### src/sv/ise_pkg.sv
// Shared types and constants for the insertion sort engine.
package ise_pkg;

  localparam int ISE_CAPACITY   = 8;
  localparam int ISE_VALUE_BITS = 32;

  typedef enum logic {
    ISE_IDLE,
    ISE_EMIT
  } ise_state_t;

  typedef struct packed {
    logic insert;
    logic drop;
    logic shift;
  } ise_cmd_t;

  typedef struct packed {
    logic full;
    logic last_one;
  } ise_sts_t;

endpackage

### src/sv/ise_ctrl.sv
// Controller state machine: accepts items and sequences the sorted run.
module ise_ctrl
  import ise_pkg::*;
(
  input  logic     clk,
  input  logic     rst_n,
  input  logic     start,
  input  logic     in_last,
  input  ise_sts_t sts,
  output ise_cmd_t cmd,
  output logic     busy,
  output logic     out_valid
);

  ise_state_t state_r;
  ise_state_t state_nxt;

  always_ff @(posedge clk) begin
    if (!rst_n) begin
      state_r <= ISE_IDLE;
    end else begin
      state_r <= state_nxt;
    end
  end

  always_comb begin
    state_nxt = state_r;
    case (state_r)
      ISE_IDLE: begin
        if (start && in_last) begin
          state_nxt = ISE_EMIT;
        end
      end
      ISE_EMIT: begin
        if (sts.last_one) begin
          state_nxt = ISE_IDLE;
        end
      end
      default: begin
        state_nxt = ISE_IDLE;
      end
    endcase
  end

  always_comb begin
    cmd       = '0;
    busy      = 1'b0;
    out_valid = 1'b0;
    case (state_r)
      ISE_IDLE: begin
        cmd.insert = start && !sts.full;
        cmd.drop   = start && sts.full;
      end
      ISE_EMIT: begin
        cmd.shift = 1'b1;
        busy      = 1'b1;
        out_valid = 1'b1;
      end
      default: begin
        cmd = '0;
      end
    endcase
  end

endmodule

### src/sv/ise_datapath.sv
// Datapath: row of compare-and-shift cells, fill count and drop flag.
module ise_datapath
  import ise_pkg::*;
#(
  parameter int CAPACITY   = ISE_CAPACITY,
  parameter int VALUE_BITS = ISE_VALUE_BITS
) (
  input  logic                         clk,
  input  logic                         rst_n,
  input  ise_cmd_t                     cmd,
  input  logic signed [VALUE_BITS-1:0] in_value,
  output ise_sts_t                     sts,
  output logic signed [VALUE_BITS-1:0] out_sorted_value,
  output logic                         out_final_res,
  output logic                         out_overflowed
);

  localparam int CNT_BITS = $clog2(CAPACITY + 1);

  logic signed [VALUE_BITS-1:0] store_r   [CAPACITY];
  logic signed [VALUE_BITS-1:0] store_nxt [CAPACITY];
  logic        [CAPACITY-1:0]   gt;
  logic        [CNT_BITS-1:0]   count_r;
  logic        [CNT_BITS-1:0]   count_nxt;
  logic                         drop_r;
  logic                         drop_nxt;

  for (genvar i = 0; i < CAPACITY; i++) begin : g_cell
    logic prev_gt;
    logic shift_in;

    assign gt[i] = (CNT_BITS'(i) < count_r) && (store_r[i] > in_value);

    if (i == 0) begin : g_first
      assign prev_gt = 1'b0;
    end else begin : g_rest
      assign prev_gt = gt[i-1];
    end

    if (i == CAPACITY - 1) begin : g_top
      assign shift_in = 1'b0;
    end else begin : g_below
      assign shift_in = 1'b1;
    end

    always_comb begin
      store_nxt[i] = store_r[i];
      if (cmd.shift) begin
        if (shift_in) begin
          store_nxt[i] = store_r[(i == CAPACITY - 1) ? i : i + 1];
        end
      end else if (cmd.insert) begin
        if (prev_gt) begin
          store_nxt[i] = store_r[(i == 0) ? 0 : i - 1];
        end else if (gt[i] || (count_r == CNT_BITS'(i))) begin
          store_nxt[i] = in_value;
        end
      end
    end

    always_ff @(posedge clk) begin
      store_r[i] <= store_nxt[i];
    end
  end

  always_comb begin
    count_nxt = count_r;
    drop_nxt  = drop_r;
    if (cmd.insert) begin
      count_nxt = count_r + CNT_BITS'(1);
    end
    if (cmd.drop) begin
      drop_nxt = 1'b1;
    end
    if (cmd.shift) begin
      count_nxt = count_r - CNT_BITS'(1);
      if (sts.last_one) begin
        drop_nxt = 1'b0;
      end
    end
  end

  always_ff @(posedge clk) begin
    if (!rst_n) begin
      count_r <= '0;
      drop_r  <= 1'b0;
    end else begin
      count_r <= count_nxt;
      drop_r  <= drop_nxt;
    end
  end

  assign sts.full         = (count_r == CNT_BITS'(CAPACITY));
  assign sts.last_one     = (count_r == CNT_BITS'(1));
  assign out_sorted_value = store_r[0];
  assign out_final_res    = sts.last_one;
  assign out_overflowed   = drop_r;

endmodule

### src/sv/insertion_sort_engine.sv
// Top level: insertion sort engine, controller plus cell-row datapath.
// Insert: a new item may be given on every clock while idle; busy stays low while a set is being loaded.
// On an item with in_last high the run starts the next cycle: one result per
// cycle, N results for N held values, busy high until the final one is shown.
// The next set may start right after the run of the previous one ends.
// rst_n is synchronous: clears the count, the drop flag and the state machine.
module insertion_sort_engine
  import ise_pkg::*;
#(
  parameter int CAPACITY   = ISE_CAPACITY,
  parameter int VALUE_BITS = ISE_VALUE_BITS
) (
  input  logic                         clk,
  input  logic                         rst_n,
  input  logic                         start,
  output logic                         busy,
  input  logic signed [VALUE_BITS-1:0] in_value,
  input  logic                         in_last,
  output logic                         out_valid,
  output logic signed [VALUE_BITS-1:0] out_sorted_value,
  output logic                         out_final_res,
  output logic                         out_overflowed
);

  ise_cmd_t cmd;
  ise_sts_t sts;

  ise_ctrl u_ctrl (
    .clk       (clk),
    .rst_n     (rst_n),
    .start     (start),
    .in_last   (in_last),
    .sts       (sts),
    .cmd       (cmd),
    .busy      (busy),
    .out_valid (out_valid)
  );

  ise_datapath #(
    .CAPACITY   (CAPACITY),
    .VALUE_BITS (VALUE_BITS)
  ) u_datapath (
    .clk              (clk),
    .rst_n            (rst_n),
    .cmd              (cmd),
    .in_value         (in_value),
    .sts              (sts),
    .out_sorted_value (out_sorted_value),
    .out_final_res    (out_final_res),
    .out_overflowed   (out_overflowed)
  );

endmodule

### config.mk
export PLATFORM = sky130hd
export DESIGN_NAME = insertion_sort_engine
export DESIGN_NICKNAME = d
export VERILOG_FILES = /design/src/sv/ise_pkg.sv /design/src/sv/ise_ctrl.sv /design/src/sv/ise_datapath.sv /design/src/sv/insertion_sort_engine.sv
export SDC_FILE = /design/constraint.sdc
export NUM_CORES = 1
export LEC_CHECK = 0
export ABC_AREA = 1
export BUFFER_PORTS_ARGS = -buffer_cell sky130_fd_sc_hd__buf_4
export CAP_MARGIN = 5
export CORE_AREA = 2 2 229 231
export CTS_CLUSTER_DIAMETER = 40
export DETAILED_ROUTE_END_ITERATION = 6
export DIE_AREA = 0 0 231 233
export GPL_TIMING_DRIVEN = 0
export PLACE_DENSITY_LB_ADDON = 0.08
export SYNTH_ARGS = -nofsm -noshare
export SYNTH_HDL_FRONTEND = slang
export SYNTH_HIERARCHICAL = 1
export SYNTH_SLANG_ARGS = --single-unit
### constraint.sdc
create_clock -name clk -period 11.5 [get_ports clk]
set_input_delay 2.3 -clock clk [delete_from_list [all_inputs] [get_ports clk]]
set_output_delay 2.3 -clock clk [all_outputs]
set_load 0.02 [all_outputs]
---- Word level (Yosys, flattened, before mapping) ----
Memories as Yosys holds them, arrays and structs flattened.
Cells that the tools add are included.
storage, ports and cells
  register bits after elaboration ......... 6
  memory bits (writable) .................. 256
  bits of input ports ..................... 36
  output and inout port bits .............. 36
  memories ................................ 1
memories
  memory              words  width  read ports  clocked after memory_dff  write ports  RTL line            text
  u_datapath.store_r  8      32     8           0                         8            ise_datapath.sv:20  logic signed [VALUE_BITS-1:0] store_r [CAPACITY];
cells by class
  add/subtract/negate cells ............... 2
  order comparisons ....................... 16
  equal/unequal tests ..................... 8
  multiplexer cells ....................... 41
  bitwise logic cells ..................... 1
  reductions and logical operators ........ 22
operators by type and width
  cell                                                                 number
  32-bit two-way mux                                                   31
  32-bit greater-than comparator                                       8
  4-bit by 3-bit == test with 1-bit output, second input constant      4
  3-bit by 4-bit < comparator with 1-bit output, first input constant  4
  1-bit logical AND                                                    11
  4-bit by 2-bit == test with 1-bit output, second input constant      2
  1-bit logical OR                                                     8
  1-bit by 4-bit < comparator with 1-bit output, first input constant  2
  2-bit by 4-bit < comparator with 1-bit output, first input constant  2
  4-bit two-way mux                                                    2
  1-bit two-way mux                                                    6
  4-bit by 1-bit adder with 4-bit output, second input constant        1
  4-bit by 1-bit == test with 1-bit output, second input constant      1
  4-bit == test, second input constant                                 1
  4-bit logical NOT                                                    1
  4-bit by 1-bit subtractor with 4-bit output, second input constant   1
  2-bit two-way mux                                                    1
  1-bit case mux with 2 select lines                                   1
  2-bit nonzero test                                                   1
  1-bit logical NOT                                                    1
  1-bit inverter                                                       1

---- Depth between registers and ports, before layout ----
An unclocked memory read counts as a cell.
  word-level depth ........................ 8
  depth in mapped cells ................... 20

---- Hierarchy ----
Netlist, hierarchy kept.
by module, submodules not included
  module        times used  cells an instance  area an instance (um^2)  sequential area each (um^2)
  ise_datapath  1           2589               20244.4                  7787.5
  ise_ctrl      1           13                 78.8                     20.0

---- Worst setup path after synthesis ----
Ideal clock, no wire load.
  path type ............................... input port to flip-flop
  from .................................... input port in_value[31]
  to ...................................... memory u_datapath/store_r[0][0] (netlist name), enable pin
  data arrival time ....................... 6.112 ns
  data required time ...................... 11.034 ns
  slack ................................... 4.923 ns
  stages on the path ...................... 12
  path buffers ............................ 0
  cell sequence ........................... clkinv_1 > ha_1 > a21oi_1 > o21a_1 > nand2_1 > a21oi_1 > nand2_1 > nand2_1 > inv_1 > nor2_2 > nor2_1 > o21ai_0
RTL lines
  element          RTL line                     text
  start, declared  insertion_sort_engine.sv:17  input logic signed [VALUE_BITS-1:0] in_value,
  end, declared    ise_datapath.sv:20

==> metrics.md <==
| Metric | Value |
|---|---|
| Setup Skew | `0.0132 ns` |
| Seq/Total Area, Yosys | `38.4%` |
| Layout area overhead | `17.4%` |
| Via density | `5.15` |
| Post-cts hold buffer count | `0` |
| Initial antenna violation count | `0` |
| Post-cts resize count | `0` |
| Max incr delay on CP | `0.73 ns` |
| Violated checks | `DRC` |
| CP max stage cell | `nor2_4` |
| Synth Area per Inst | `7.81 sq um` |
| I/O Pins | `72` |
| Crit. End Element | `flop` |
| Routed Antenna Nets | `0` |
| TNS Setup | `0 ns` |
| Static Leak | `11.2 nW` |
| Final Hold Fails | `0` |
| TritonCTS sink count | `262` |
| Routed WL | `61,700 um` |
| Router iterations before antenna repair | `7` |
| Syn Inst Count | `2,602` |
| Diodes inserted | `0` |
| Most used flip-flop cell after synthesis | `edfxtp_1` |
| Crit-path cells | `buf_4 > clkinv_1 > ha_1 > nand2_1 > nor2_1 > nand2_1 > nand2_1 > nand2_1 > nand2_1 > nand2_1 > a21oi_2 > nand2_1 > nand2_1 > nor2_1 > nor2_4` |
| First-pass GRT wire length | `97,200 um` |
| Minimum clock period | `5.78 ns` |
| Num rows | `83` |
| Die ar. | `53,800 sq um` |
| Dpl hpwl | `49,600 um` |
| Post-synth EDFFs | `256` |
| H-tree depth | `2` |
| Grt total ovfl | `0` |
| Postcts setup bufs | `0` |
| Total GRT Usage | `23.2%` |
| Share of layout cells above drive strength 1 | `9.32%` |
| Seq cells post-synth | `262` |
| Total power | `4.40 mW` |
| Chip height | `233 um` |
| WL/cell | `17.8 um` |
| Core area | `51,100 sq um` |
| Worst VDD drop | `0.155 mV` |
| Worst Path Max Fanout | `32` |
| FMAX | `0.173 GHz` |
| Worst Tran Pin Value | `1.32 ns` |
| CTS root buffer | `clkbuf_16` |
| Drt first-iter violations | `1,052` |
| Clock Latency Late Sink | `0.59 ns` |
| Max-cap viol count | `0` |
| Status | `finished, violations left` |
| Kind of critical path | `in -> reg` |
| Drt drc | `4` |
| Clock slew seen by the registers of the worst setup and hold paths | `0.05 ns` |
| Mapped cell area | `20,300 sq um` |
| Fin. max-slew vios | `0` |
| Dpl ws | `5.07 ns` |
| Max Root-Sink Buffers | `3` |
| Period utilisation layout | `50.2%` |
| Min-delay worst type | `reg -> reg` |
| CTS buffer count | `56` |
| PD cells | `185 nW/um^2` |
| Vias in the first global route | `17,700` |
| Warnings from Yosys | `6` |
| Filler cells | `5,152` |
| Nets | `3,032` |
| Startpoint class of the critical path | `primary input` |
| Slew headroom | `11.7%` |
| Vias | `17,800` |
| Initial Util | `39.8%` |
| Worst EP arrival | `5.98 ns` |
| Die Wd | `231 um` |
| WP data required | `11.71 ns` |
| GPL Wtd Cong | `0.899` |
| Setup Viol. Count Final | `0` |
| Largest net degree at the start of global routing | `33` |
| Setup WS post-layout | `5.72 ns` |
| Netlist cell types | `38` |
| Crit path top cell by count | `nand2_1` |
| FFs w/ async S/R, synth | `0%` |
| Port-buffer cells | `71` |
| CTS tree | `built` |
| Syn_nets | `2,898` |
| Unrepaired setup endpoints after global routing | `no` |
-- sequential cells by signal, summed over array words and instances, names as in the netlist --
name / count
u_datapath/count_r: 4
u_ctrl/state_r: 1
u_datapath/out_overflowed: 1
u_datapath/store_r: 256
-- cell usage after synthesis, types with 3 or more instances --
cell type | instances | area, sq um
nand2_1 | 787 | 2950
nand3_1 | 314 | 1570
ha_1 | 260 | 3250
edfxtp_1 | 256 | 7690
inv_1 | 234 | 878
a21oi_1 | 155 | 776
nor2_1 | 124 | 465
o21ai_0 | 98 | 490
nand4_1 | 85 | 532
clkbuf_1 | 75 | 282
nand3b_1 | 36 | 270
buf_4 | 35 | 263
buf_2 | 33 | 165
clkinv_1 | 31 | 116
nor3_1 | 10 | 50.1
o21ai_1 | 10 | 50.1
o21a_1 | 8 | 60.1
buf_1 | 7 | 26.3
dfxtp_1 | 6 | 120
o21bai_1 | 5 | 37.5
a21oi_2 | 4 | 35.0
buf_6 | 3 | 33.8
inv_2 | 3 | 11.3
nand3_2 | 3 | 30.0
-- where the power goes --
group	leakage [nW]	internal (mW)	switching, mW
Sequential	2.44	1.30	0.121
Clock	0.959	1.18	0.543
Combinational	7.78	0.432	0.830
Total	11.2	2.91	1.49
-- layout make-up --
| cell class | count | area, sq um | share of cell area (%) |
|---|---|---|---|
| timing repair buffer | 76 | 641 | 2.69 |
| tap | 680 | 851 | 3.57 |
| inverter | 268 | 1010 | 4.22 |
| clock inverter | 41 | 538 | 2.26 |
| sequential | 262 | 7810 | 32.7 |
| multi-input combinational | 1919 | 10800 | 45.3 |
| clock buffer | 61 | 1440 | 6.04 |
| buffer | 153 | 769 | 3.23 |
-- per-layer routing --
metal  global-route usage, %  share of wire, %  vias up
met3                    3.30               4.2      101
li1                        -                 -     9132
met5                       0                 0        -
met4                    7.30               2.9        0
met1                    31.2                47     8210
met2                    38.5                46      372
-- stage by stage --
stage / area (sq um) / utilization, % / instances / hold WS (ns)
4_1_cts: 23900 / 46.7 / 3460 / 0.524
5_1_grt: 23900 / 46.7 / 3460 / 0.564
3_5_place_dp: 21900 / 42.8 / 3358 / 0.510
6_report: 23900 / 46.7 / 3460 / 0.514
2_1_floorplan: 20300 / - / 2602 / 0.486
3_3_place_gp: 21700 / 42.5 / 3353 / 0.497
-- final timing paths --
check	start	end	slack (ns)	cells past startpoint
worst max-delay path	in_value[7]	u_datapath/store_r[0][86]$_DFFE_PP_	5.72	15
worst min register to register	u_datapath/out_overflowed$_SDFF_PN0_	u_datapath/out_overflowed$_SDFF_PN0_	0.51	2
worst max register to register	u_datapath/store_r[0][71]$_DFFE_PP_	u_datapath/store_r[0][86]$_DFFE_PP_	7.89	13
worst min-delay path	u_datapath/out_overflowed$_SDFF_PN0_	u_datapath/out_overflowed$_SDFF_PN0_	0.51	2
-- critical path, delay by kind of cell --
| kind | cells | cell delay [ns] |
|---|---|---|
| buffers and inverters | 2 | 0.60 |
| adder cells (fa/ha/maj) | 1 | 0.57 |
| AO/OA/AOI/OAI | 1 | 0.34 |
| AND/OR/NAND/NOR | 11 | 2.13 |
-- cell usage in the layout (no fill, tap or decap), types with 5 or more instances in the layout --
cell type | Yosys | routed
nor2_4 | 0 | 6
clkinv_1 | 31 | 41
clkbuf_16 | 0 | 57
buf_4 | 35 | 106
o21bai_1 | 5 | 5
o21a_1 | 8 | 8
dfxtp_1 | 6 | 6
nor3_1 | 10 | 10
o21ai_1 | 10 | 10
clkbuf_1 | 75 | 79
buf_2 | 33 | 33
o21ai_0 | 98 | 97
nand4_1 | 85 | 85
buf_1 | 7 | 7
clkinv_2 | 0 | 11
nand2_1 | 787 | 787
nand3_1 | 314 | 314
a21oi_1 | 155 | 155
bufinv_16 | 0 | 13
ha_1 | 260 | 260
nand3b_1 | 36 | 36
edfxtp_1 | 256 | 256
clkinvlp_4 | 0 | 5
inv_1 | 234 | 234
nor2_1 | 124 | 118
-- kinds of logic after synthesis --
family | count (synthesis) | synth area share [%]
AND/OR/NAND/NOR | 1371 | 29.4
AO/OA/AOI/OAI | 288 | 7.44
buffers and inverters | 421 | 8.74
adder cells (fa/ha/maj) | 260 | 16.0
flip-flops | 262 | 38.4
No activity file was read; power rests on OpenSTA's default activity.
